`config.mk`:
```
export PLATFORM = sky130hd
export DESIGN_NAME = umlaut_glyph_transcoder
export DESIGN_NICKNAME = d
export VERILOG_FILES = /design/src/rtl/core/ugt_pkg.sv /design/src/rtl/core/ugt_decode.sv /design/src/rtl/core/umlaut_glyph_transcoder.sv
export VERILOG_INCLUDE_DIRS = /design/src /design/src/rtl/core
export SDC_FILE = /design/constraint.sdc
export NUM_CORES = 1
export LEC_CHECK = 0
export ABC_AREA = 1
export BUFFER_PORTS_ARGS = -buffer_cell sky130_fd_sc_hd__buf_2
export CAP_MARGIN = 40
export CORE_MARGIN = 2
export CORE_UTILIZATION = 40
export DETAILED_ROUTE_END_ITERATION = 12
export PLACE_DENSITY_LB_ADDON = 0.05
export SLEW_MARGIN = 30
export SYNTH_ARGS = -nofsm -noshare
export SYNTH_HDL_FRONTEND = slang
export SYNTH_SLANG_ARGS = --single-unit
```
`constraint.sdc`:
```
create_clock -name clk -period 8.38 [get_ports clk]
set_clock_uncertainty 0.1 [all_clocks]
set_input_delay 0.419 -clock clk [delete_from_list [all_inputs] [get_ports clk]]
set_output_delay 0.419 -clock clk [all_outputs]
set_load 0.1 [all_outputs]
```
`src/rtl/core/umlaut_glyph_transcoder_defines.svh`:
```
// assertion helpers for the transcoder top module
`ifndef UMLAUT_GLYPH_TRANSCODER_DEFINES_SVH
`define UMLAUT_GLYPH_TRANSCODER_DEFINES_SVH

// same-cycle implication, checked outside reset
`define UGT_ASSERT_NOW(label, ante, cons, msg) \
  label: assert property (@(posedge clk) disable iff (!rst_n) (ante) |-> (cons)) \
    else $error(msg);

// next-cycle implication, checked outside reset
`define UGT_ASSERT_NEXT(label, ante, cons, msg) \
  label: assert property (@(posedge clk) disable iff (!rst_n) (ante) |=> (cons)) \
    else $error(msg);

`endif

```
`src/rtl/core/ugt_pkg.sv`:
```
`timescale 1ns / 1ps
`default_nettype none

package ugt_pkg;

  // most glyphs one input byte can produce
  localparam int unsigned MAX_GLYPHS = 6;
  localparam int unsigned ESC_LEN    = 6;

  localparam logic [7:0] GLYPH_SPACE = 8'd32;
  localparam logic [7:0] GLYPH_AMP   = 8'd38;
  localparam logic [7:0] LEAD_C3     = 8'd195;
  localparam logic [7:0] ESC_START   = 8'h5c;
  localparam logic [7:0] ASCII_TOP   = 8'd127;

  typedef struct packed {
    logic [7:0] text_byte;
    logic       end_of_text;
  } in_word_t;

  typedef struct packed {
    logic [7:0] glyph;
    logic       last_glyph;
  } out_word_t;

  // decoder state carried between bytes
  typedef struct packed {
    logic [2:0] escape_matched;
    logic       utf8_lead_seen;
  } ugt_state_t;

  // characters of the escape sequence \u0026
  function automatic logic [7:0] esc_char(input logic [2:0] idx);
    logic [7:0] c;
    case (idx)
      3'd0:    c = 8'h5c;
      3'd1:    c = 8'h75;
      3'd2:    c = 8'h30;
      3'd3:    c = 8'h30;
      3'd4:    c = 8'h32;
      3'd5:    c = 8'h36;
      default: c = 8'h00;
    endcase
    return c;
  endfunction

  // second byte of a c3 utf-8 pair
  function automatic logic [7:0] map_pair(input logic [7:0] b);
    logic [7:0] g;
    case (b)
      8'ha4:   g = 8'd127;
      8'h84:   g = 8'd128;
      8'hb6:   g = 8'd129;
      8'h96:   g = 8'd130;
      8'hbc:   g = 8'd131;
      8'h9c:   g = 8'd132;
      8'h9f:   g = 8'd133;
      default: g = GLYPH_SPACE;
    endcase
    return g;
  endfunction

  // single code-page byte
  function automatic logic [7:0] map_single(input logic [7:0] b);
    logic [7:0] g;
    case (b)
      8'd132:  g = 8'd127;
      8'd142:  g = 8'd128;
      8'd148:  g = 8'd129;
      8'd153:  g = 8'd130;
      8'd129:  g = 8'd131;
      8'd154:  g = 8'd132;
      8'd225:  g = 8'd133;
      default: g = GLYPH_SPACE;
    endcase
    return g;
  endfunction

endpackage

`default_nettype wire

```
`src/rtl/core/ugt_decode.sv`:
```
`timescale 1ns / 1ps
`default_nettype none

module ugt_decode (
  input  ugt_pkg::in_word_t   in_word,
  input  ugt_pkg::ugt_state_t st,
  output ugt_pkg::ugt_state_t st_nxt,
  output ugt_pkg::out_word_t  list [ugt_pkg::MAX_GLYPHS],
  output logic [2:0]          count
);
  import ugt_pkg::*;

  logic [7:0] b;
  logic       eot;
  logic       in_prefix;
  logic [2:0] flush_k;
  logic       g_valid;
  logic [7:0] g;
  logic [2:0] tail_m;
  logic       tail_space;
  logic [2:0] base;

  assign b   = in_word.text_byte;
  assign eot = in_word.end_of_text;

  // partial escape waiting for its next character
  assign in_prefix = (st.escape_matched != 3'd0) && (st.escape_matched < 3'(ESC_LEN));

  // classify the byte against the held state
  always_comb begin
    flush_k    = 3'd0;
    g_valid    = 1'b0;
    g          = GLYPH_SPACE;
    tail_m     = 3'd0;
    tail_space = 1'b0;
    st_nxt     = '0;
    if (st.utf8_lead_seen) begin
      g_valid = 1'b1;
      g       = map_pair(b);
    end else if (in_prefix && (b == esc_char(st.escape_matched))) begin
      if (st.escape_matched == 3'(ESC_LEN - 1)) begin
        g_valid = 1'b1;
        g       = GLYPH_AMP;
      end else begin
        st_nxt.escape_matched = st.escape_matched + 3'd1;
      end
    end else begin
      // broken prefix is flushed, then the byte is taken fresh
      if (in_prefix) begin
        flush_k = st.escape_matched;
      end
      if (b == ESC_START) begin
        st_nxt.escape_matched = 3'd1;
      end else if (b == LEAD_C3) begin
        st_nxt.utf8_lead_seen = 1'b1;
      end else begin
        g_valid = 1'b1;
        g       = (b < ASCII_TOP) ? b : map_single(b);
      end
    end
    // end of string drains whatever is held
    if (eot) begin
      tail_m     = st_nxt.escape_matched;
      tail_space = st_nxt.utf8_lead_seen;
      st_nxt     = '0;
    end
  end

  assign base  = flush_k + {2'b00, g_valid};
  assign count = base + tail_m + {2'b00, tail_space};

  // lay out flushed prefix, main glyph, drained tail
  always_comb begin
    logic [2:0] pc;
    logic [2:0] q;
    for (int p = 0; p < MAX_GLYPHS; p++) begin
      pc = 3'(p);
      q  = pc - base;
      if (pc < flush_k) begin
        list[p].glyph = esc_char(pc);
      end else if (g_valid && (pc == flush_k)) begin
        list[p].glyph = g;
      end else if ((pc >= base) && (q < tail_m)) begin
        list[p].glyph = esc_char(q);
      end else begin
        list[p].glyph = GLYPH_SPACE;
      end
      list[p].last_glyph = eot && (pc == (count - 3'd1));
    end
  end

endmodule

`default_nettype wire

```
`src/rtl/core/umlaut_glyph_transcoder.sv`:
```
`timescale 1ns / 1ps
`default_nettype none
// Text byte to font glyph transcoder. Each accepted byte yields zero to six
// glyph words: bytes below 127 pass through, \u0026 becomes '&', c3 utf-8 pairs and
// single code-page umlaut bytes map to glyphs 127..133, other high bytes give
// a space. A byte that yields at most one glyph is taken every cycle while
// out_stall is low, with the output register decoupling the two sides. A byte
// that yields several glyphs (a broken escape flush or an end-of-text drain)
// places the extra glyphs in a six-entry holding buffer that is drained one
// word per cycle while out_stall is low, and in_stall is high while that
// buffer is non-empty. Output words are registered.
module umlaut_glyph_transcoder (
  input  logic               clk,
  input  logic               rst_n,
  input  logic               in_valid,
  output logic               in_stall,
  input  ugt_pkg::in_word_t  in_word,
  output logic               out_valid,
  input  logic               out_stall,
  output ugt_pkg::out_word_t out_word
);
  import ugt_pkg::*;
  `include "umlaut_glyph_transcoder_defines.svh"

  ugt_state_t st_r;
  ugt_state_t st_dec;
  ugt_state_t st_nxt;
  out_word_t  list [MAX_GLYPHS];
  logic [2:0] count;

  out_word_t  pend_r   [MAX_GLYPHS];
  out_word_t  pend_nxt [MAX_GLYPHS];
  logic [2:0] pend_cnt_r;
  logic [2:0] pend_cnt_nxt;
  out_word_t  out_word_r;
  out_word_t  out_word_nxt;
  logic       out_valid_r;
  logic       out_valid_nxt;

  logic       accept;
  logic       out_load;

  ugt_decode u_decode (
    .in_word (in_word),
    .st      (st_r),
    .st_nxt  (st_dec),
    .list    (list),
    .count   (count)
  );

  assign in_stall  = (pend_cnt_r != 3'd0);
  assign accept    = in_valid && !in_stall;
  assign out_load  = !out_valid_r || !out_stall;
  assign out_valid = out_valid_r;
  assign out_word  = out_word_r;

  // decoder state advances on each accepted word
  assign st_nxt = accept ? st_dec : st_r;

  // output register fed from holding buffer first, else from the decoder
  always_comb begin
    pend_nxt      = pend_r;
    pend_cnt_nxt  = pend_cnt_r;
    out_word_nxt  = out_word_r;
    out_valid_nxt = out_valid_r;
    if (pend_cnt_r != 3'd0) begin
      if (out_load) begin
        out_word_nxt  = pend_r[0];
        out_valid_nxt = 1'b1;
        for (int i = 0; i < MAX_GLYPHS - 1; i++) begin
          pend_nxt[i] = pend_r[i + 1];
        end
        pend_cnt_nxt = pend_cnt_r - 3'd1;
      end
    end else if (accept && (count != 3'd0)) begin
      if (out_load) begin
        out_word_nxt  = list[0];
        out_valid_nxt = 1'b1;
        for (int i = 0; i < MAX_GLYPHS - 1; i++) begin
          pend_nxt[i] = list[i + 1];
        end
        pend_cnt_nxt = count - 3'd1;
      end else begin
        pend_nxt     = list;
        pend_cnt_nxt = count;
      end
    end else if (out_load) begin
      out_valid_nxt = 1'b0;
    end
  end

  // control state
  always_ff @(posedge clk) begin
    if (!rst_n) begin
      st_r        <= '0;
      pend_cnt_r  <= 3'd0;
      out_valid_r <= 1'b0;
    end else begin
      st_r        <= st_nxt;
      pend_cnt_r  <= pend_cnt_nxt;
      out_valid_r <= out_valid_nxt;
    end
  end

  // payload registers
  always_ff @(posedge clk) begin
    pend_r     <= pend_nxt;
    out_word_r <= out_word_nxt;
  end

  `UGT_ASSERT_NOW(a_lead_no_escape, st_r.utf8_lead_seen, st_r.escape_matched == 3'd0, "lead and escape both held")
  `UGT_ASSERT_NOW(a_escape_range, 1'b1, st_r.escape_matched < 3'd6, "escape count out of range")
  `UGT_ASSERT_NOW(a_pend_range, 1'b1, pend_cnt_r <= 3'd6, "holding buffer overfilled")
  `UGT_ASSERT_NEXT(a_eot_clears, accept && in_word.end_of_text, st_r == '0, "state not cleared at end of text")

endmodule

`default_nettype wire
```
-- Word-level counts from Yosys, hierarchy flattened
Index checks and enable logic that the tools add are counted.
Widths: inputs -> output; s select.
- reduce and logical (&&, ||, !) cells: 50
- equality and inequality tests: 62
- magnitude comparators: 20
- mux-type cells: 69
- bitwise logic cells: 2
- add/subtract/negate cells: 12
- operator list (cell ; count):
    $pmux 7 s5 ; 7
    $mux 8 ; 18
    $mux 45 ; 3
    $eq 8x8->1 const B ; 14
    $pmux 8 s7 ; 2
    $mux 54 ; 1
    $mux 9 ; 5
    $eq 3x2->1 const B ; 14
    $eq 3x3->1 const B ; 14
    $mux 7 ; 6
    $mux 3 ; 11
    $logic_not 3->1 ; 9
    $logic_and 1x1->1 ; 22
    $eq 3x1->1 const B ; 7
    $lt 3x3->1 ; 6
    $mux 1 ; 14
    $reduce_or 2->1 ; 7
    $eq 2x3->1 const A ; 4
    $eq 3x3->1 const A ; 4
    $reduce_bool 3->1 ; 4
    $eq 8x7->1 const B ; 1
    $eq 8x8->1 ; 1
    $lt 8x7->1 const B ; 1
    $mux 4 ; 2
    22 further kinds ; 38
- word-level logic and storage cells: 233
- flip-flop bits (word level): 71

-- Longest topological paths before layout
Gate-level depths: netlist of run 1.
- depth in word-level cells: 19
- gate-level depth with buffers: 28
- depth with buffers taken out: 28

-- By module
From an unflattened synthesis of run 1, not the netlist that was laid out.
- cell total of the unflattened synthesis: 821
- area total of the unflattened synthesis: 5990.7 sq um
- modules (own cells, without submodules) (module ; seq. area each (sq um) ; cells an instance ; area each (sq um) ; times used):
    umlaut_glyph_transcoder ; 2052.0 ; 376 ; 3608.5 ; 1
    ugt_decode ; 0.0 ; 445 ; 2382.3 ; 1

-- Least setup slack after synthesis of run 1
OpenSTA, ideal clock, no wires.
- path kind: input -> register
- from: input in_word[1] in the netlist's numbering
- to: register pend_cnt_r[0]
- arrival: 5600 ps
- stages on the path: 21
- setup slack: 2542 ps
- data required time: 8142 ps
- path through: inv_1 > nand2_1 > nand2_1 > nand2_1 > nor2_2 > nand3_1 > nand2_2 > inv_1 > nand2_2 > ha_1 > fa_1 > inv_1 > fa_1 > ha_1 > ha_1 > nor2_1 > inv_1 > o21ai_0 > inv_1 > a221oi_1 > a211oi_1
- cells in the longest elaborated chain, start to end: 12
- elaborated cells between the ends (all ways): 29
- classes of those cells: add/sub (4); eq/ne (3); mux (17); reduce/logical (5)
- RTL lines (what ; RTL line ; text):
    start: declaration ; umlaut_glyph_transcoder.sv:17 ; input ugt_pkg::in_word_t in_word,
    $eq 8x8->1 ; ugt_decode.sv:54 ; end else if (b == LEAD_C3) begin
    $mux 1 ; ugt_decode.sv:54 ;
    $mux 1 ; ugt_decode.sv:52 ; if (b == ESC_START) begin
    $mux 1 ; ugt_decode.sv:40 ; end else if (in_prefix && (b == esc_char(st.escape_matched))) begin
    $mux 1 ; ugt_decode.sv:37 ; if (st.utf8_lead_seen) begin
    $add 3x1->3 ; ugt_decode.sv:69 ; assign base = flush_k + {2'b00, g_valid};
    $add 3x3->3 ; ugt_decode.sv:70 ; assign count = base + tail_m + {2'b00, tail_space};
    $add 3x1->3 (*) ; ugt_decode.sv:70 ;
    $sub 3x1->3 or $reduce_bool 3->1 (tied branches) ; umlaut_glyph_transcoder.sv:82, umlaut_glyph_transcoder.sv:75 ;
    $mux 3 or $logic_and 1x1->1 (tied branches) ; umlaut_glyph_transcoder.sv:76, umlaut_glyph_transcoder.sv:75 ;
    $mux 3 or $reduce_bool 2->1 (tied branches) ; n/a ;
    $mux 3 or $reduce_and 2->1 (tied branches) ; n/a ;
    end signal: assignment ; umlaut_glyph_transcoder.sv:100 ; pend_cnt_r <= pend_cnt_nxt;
    end: declaration ; umlaut_glyph_transcoder.sv:33 ; logic [2:0] pend_cnt_r;
Every way passes the cells marked *; elsewhere a longest branch is shown, timed or not. The select of a mux whose other input is x is not followed.
A chain may end at the register's enable or synchronous reset.

==> impl_metrics.json, run 1 <==
{
  "netlist_top_cells_area": "edfxtp_1 (33%), nand2_1 (17%), ha_1 (8.1%)",
  "worst_setup_path_start_kind": "flop",
  "core.rowCount": 43,
  "fmax_mhz": 198,
  "drv_cap": 0,
  "path_clk_slew_ps": 60,
  "io_buffer_count": 23,
  "cp-end-kind": "flop",
  "io_pins": 24,
  "synth_seq_cells": 71,
  "synthToLayoutAreaGrowth_pct": 11.2,
  "drc": 0,
  "cts_made_buffers": 9,
  "tightest_slew_ps": 843,
  "critPathLaunch": "st_r[3]",
  "start_util_pct": 41.0,
  "yosysTopAreaCellShare_pct": 33.2,
  "synthDistinctLibCells": 45,
  "drt_iter0_drc": 618,
  "rsz0062_at_grt": "no",
  "cp_common_cell": "inv_1",
  "place_congestion": 0.993,
  "synthArstFlopShare_pct": 0,
  "grtUsageTotal_pct": 24.4,
  "status": "finished, final reports clean",
  "min_path_type": "in -> reg",
  "ys.flop_type": "edfxtp_1",
  "synth_top_area_cell": "edfxtp_1",
  "r2r_cells": 21,
  "powerDensity_nw_per_um2": 289,
  "drt-pass1-iter-count": 5,
  "die_area_um2": 15200,
  "post-route-util_pct": 45.6,
  "grt-ovfl-total": 0,
  "avgViaCountPerCell": 5.42,
  "path_cells": "inv_2 > o21ai_2 > xor2_2 > nand3_1 > nand2_2 > inv_1 > nand2_2 > ha_1 > fa_1 > inv_1 > fa_1 > ha_1 > ha_1 > nor2_1 > inv_1 > nor2_2 > buf_4 > inv_1 > o31ai_1 > inv_1 > nand2_1",
  "relSlewSlack_pct": 43.2,
  "synth_most_common_cell": "nand2_1",
  "clock-sinks": 71,
  "grt_pass1_wl_um": 28100,
  "preCtsSetupSlack_ps": 3200,
  "drive_gt1_share_pct": 10.3,
  "grt_pass1_vias": 5022,
  "dieHeight_um": 123,
  "finalWirelength_um": 17300,
  "placeableCoreArea_um2": 13900,
  "yosysWarnings": 0,
  "fin_crit_sh_pct": 60.4,
  "antenna_left": 0,
  "hold_viol": 0,
  "clk_latency_ps": 350,
  "vias": 5411,
  "netlist_instances": 793,
  "grt_antenna_before_repair": 0,
  "synth.top_cells.by_count": "nand2_1 (252), inv_1 (91), nor2_1 (71)",
  "cp_max_fo": 30,
  "r2r-end": "pend_r[29]",
  "min_period_ps": 5060,
  "synthesis.nets": 845,
  "ctsHoldBuffers": 0,
  "postCtsResizedCells": 0,
  "place_inst": 983,
  "cp_slowest_cell": "fa_1",
  "slowest_delay_ps": 500,
  "nNetsFinal": 866,
  "die_w_um": 123,
  "clockBufferDepth": 2,
  "grt_max_degree": 63,
  "tns_ps": 0,
  "worstPathRequired_ps": 8500,
  "antenna_cells": 0,
  "post-dp-hpwl_um": 13200,
  "slew_violations": 0,
  "cts_tree": "yes",
  "r2r-start": "st_r[3]",
  "irDropWorstVdd_mv": 0.174,
  "hold_slack_ps": 219,
  "arrival_ps": 5180,
  "r2r_slack_ps": 3320,
  "clock-root-buffer": "clkbuf_16",
  "synth_area_um2": 5690,
  "register_area_um2": 2050,
  "finalSetupViolations": 0,
  "critPathKind": "reg -> reg",
  "htreeDepth": 3,
  "synth_edf_count": 63,
  "avgSynthCellArea_um2": 7.18,
  "fill_cells": 1445,
  "p_leak_nw": 2.96,
  "crit_end": "pend_r[29]",
  "seq_area_frac_synth_pct": 36.1,
  "postCtsSetupBuffers": 0,
  "layout.cells.non_filler": 999,
  "multi_input_area_um2": 3200,
  "final.setup.worst_slack_ps": 3320,
  "wl_per_cell_um": 17.3
}
==> worst min path at each step <==
stage                   from             to  slack (ps)  cells after the start
2_1_floorplan  pend_cnt_r[1]  pend_cnt_r[1]         360                      2
3_3_place_gp   pend_cnt_r[1]  pend_cnt_r[1]         370                      2
3_5_place_dp   pend_cnt_r[2]  pend_cnt_r[2]         390                      2
4_1_cts                rst_n  pend_cnt_r[1]         200                      3
5_1_grt                rst_n  pend_cnt_r[1]         240                      3
6_report               rst_n  pend_cnt_r[1]         220                      3
==> worst max-delay path, delay by kind of cell, from the launching register on <==
kind            cells  cell delay [ps]
fa+ha+maj           5             1800
buf+inv             7             1160
simple gates        6              650
compound gates      2              510
flops               1              460
xor+xnor            1              220
==> per-layer routing <==
layer,global-route usage (%),part of all wire [%]
met2,35.7,42
met5,0,0
met3,3.37,4.6
met4,6.32,1.8
met1,37.5,51
==> area by class of cell <==
cell class	instances	area share, %
inverters	104	6.21
multi-input cells	600	50.5
clock buffers	9	3.56
clock inverters	7	1.31
repair buffers	28	2.41
well taps	180	3.56
flip-flops and latches	71	32.4
==> cells in the final DEF (no fill, tap or decap), types with 14 or more instances in the layout <==
cell	count
a21oi_1	25
buf_2	23
edfxtp_1	63
ha_1	37
inv_1	91
nand2_1	251
nand3_1	70
nor2_1	69
o21ai_0	29
o21ai_1	14
==> cell families after synthesis <==
logic type | after synthesis | synth area share [%]
fa+ha+maj | 39 | 8.84
simple gates | 437 | 33.3
compound gates | 123 | 13.4
flops | 71 | 36.1
xor+xnor | 1 | 0.286
buf+inv | 122 | 8.11
==> sequential cells by signal (all words and copies together), names as in the netlist <==
register	cells
out_valid	1
out_word	9
pend_cnt_r	3
pend_r	54
st_r	4
==> power breakdown <==
part | total [mW] | internal [mW] | switching (mW)
registers | 0.662 | 0.627 | 0.0354
logic | 0.769 | 0.166 | 0.603
clock network | 0.399 | 0.234 | 0.165
==> metrics by stage <==
step           cell area (um^2)  power [mW]
6_report                   6330        1.83
5_1_grt                    6330        1.96
4_1_cts                    6330        1.85
3_5_place_dp               6020        1.44
3_3_place_gp               6010        1.43
2_1_floorplan              5690        1.27
(Power assumes the default switching activity.)
==> inputs of run 2 (changes only) <==
Clock period 8.38 ns to 4.7 ns, I/O delays scaled along.
==> run 2 against run 1 <==
Compared with the run above: non-clock buffer count is 9 higher; wire length increased by 1.2%; worst setup slack worse by 3000 ps; critical path type unchanged; highest routed layer unchanged.
==> impl_metrics.json, run 2 (same netlist as run 1, synthesis figures left out) <==
{
  "irDropWorstVdd_mv": 0.332,
  "cts_made_buffers": 9,
  "placeableCoreArea_um2": 13900,
  "worst_setup_path_start_kind": "flop",
  "path_clk_slew_ps": 60,
  "io_buffer_count": 23,
  "grt-ovfl-total": 0,
  "drive_gt1_share_pct": 12.2,
  "core.rowCount": 43,
  "total_power_mw": 3.33,
  "nNetsFinal": 875,
  "tns_ps": 0,
  "fill_cells": 1447,
  "top_register": "pend_r",
  "grt_pass1_vias": 5130,
  "powerDensity_nw_per_um2": 514,
  "ctsHoldBuffers": 0,
  "relSlewSlack_pct": 52.9,
  "largest_reg_flops": 54,
  "clock-root-buffer": "clkbuf_16",
  "worstPathRequired_ps": 4780,
  "place_congestion": 1.01,
  "rsz0062_at_grt": "yes",
  "cp-end-kind": "flop",
  "finalSetupViolations": 0,
  "drc": 0,
  "p_leak_nw": 3.04,
  "io_pins": 24,
  "vias": 5432,
  "min_period_ps": 4360,
  "cp_max_fo": 29,
  "htreeDepth": 3,
  "status": "finished, final reports clean",
  "die_w_um": 123,
  "arrival_ps": 4430,
  "fin_crit_sh_pct": 92.7,
  "grt_pass1_wl_um": 28200,
  "synthToLayoutAreaGrowth_pct": 13.9,
  "drt-pass1-iter-count": 5,
  "grt_max_degree": 62,
  "avgViaCountPerCell": 5.39,
  "drt_iter0_drc": 587,
  "tightest_slew_ps": 699,
  "final_common_cell": "nand2_1",
  "grt_antenna_before_repair": 0,
  "slew_violations": 0,
  "finalWirelength_um": 17500,
  "wl_per_cell_um": 17.4,
  "critPathKind": "reg -> reg",
  "drv_cap": 0,
  "final_cell_mix": "nand2_1 (249), inv_1 (89), nand3_1 (70), nor2_1 (69), edfxtp_1 (63)",
  "post-dp-hpwl_um": 13500,
  "clk_latency_ps": 330,
  "hold_depth": 3,
  "cts_tree": "yes",
  "die_area_um2": 15200,
  "start_util_pct": 41.0,
  "r2r_cells": 19,
  "min_path_type": "in -> reg",
  "antenna_left": 0,
  "clock-sinks": 71,
  "dieHeight_um": 123,
  "hold_viol": 0,
  "clockBufferDepth": 2,
  "grtUsageTotal_pct": 24.4,
  "antenna_cells": 0,
  "fmax_mhz": 230
}
==> run 2: cell types whose count changed in the layout (fill, tap and decap cells not counted), sizes merged <==
cell and delta:
bufinv +1, clkinv +1, clkinvlp -1, buf +9
inv -1
==> run 2: layout make-up <==
cell class | count | area [um^2] | share of cell area (%)
inverter | 104 | 397 | 6.12
tap | 180 | 225 | 3.48
clock buffer | 9 | 225 | 3.48
clock inverter | 7 | 95.1 | 1.47
sequential | 71 | 2050 | 31.7
timing repair buffer | 37 | 259 | 4.00
multi-input combinational | 600 | 3230 | 49.8
==> run 2: metal layers <==
| metal | GRT usage, % | wire (um) | part of all wire (%) | vias up |
|---|---|---|---|---|
| met5 | 0 | 0 | 0 | - |
| met4 | 5.97 | 262 | 1.5 | 0 |
| met3 | 3.64 | 945 | 5.4 | 16 |
| met2 | 37.0 | 7650 | 44 | 154 |
| met1 | 36.1 | 8660 | 49 | 2555 |
| li1 | - | - | - | 2707 |
==> run 2: per-stage QoR <==
| stage | hold WS (ps) | area [um^2] | util, % | setup WS [ps] | cells |
|---|---|---|---|---|---|
| floorplan | 273 | 5690 | - | 186 | 793 |
| detailed placement | 388 | 6100 | 43.9 | 248 | 990 |
| global route | 101 | 6480 | 46.7 | 0.156 | 1008 |
| global placement | 378 | 6100 | 43.9 | 288 | 990 |
| CTS | 46.9 | 6420 | 46.2 | 218 | 1006 |
| finish | 55.7 | 6480 | 46.7 | 343 | 1008 |
==> run 2: critical path: stages (launching register included) <==
cell	delay [ps]
dfxtp_1	420
inv_2	80
o21ai_2	160
xor2_2	230
nand3_1	130
nand2_2	130
inv_1	100
nand2_2	110
ha_2	360
fa_1	430
inv_1	70
fa_1	460
ha_1	250
ha_1	180
nor2_1	130
inv_1	140
nor2_2	160
buf_6	260
nand4_1	160
o211ai_1	120
==> run 2: what timing repair did <==
item                       in CTS  in global routing
buffers inserted                0                  1
resized for setup               0                 11
setup endpoints to repair       0                 36
==> run 2: path summary, 6_finish.rpt <==
path	from	endpoint	slack, ps
worst max-delay path	st_r[3]	pend_r[22]	340
worst min-delay path	rst_n	pend_cnt_r[1]	60
worst max register to register	st_r[3]	pend_r[22]	340
worst min register to register	pend_cnt_r[1]	pend_cnt_r[1]	390
==> run 2: power breakdown <==
part	switching, mW	leakage, nW	internal, mW
registers	0.0670	0.700	1.11
clock network	0.274	0.157	0.466
logic	1.08	2.18	0.333
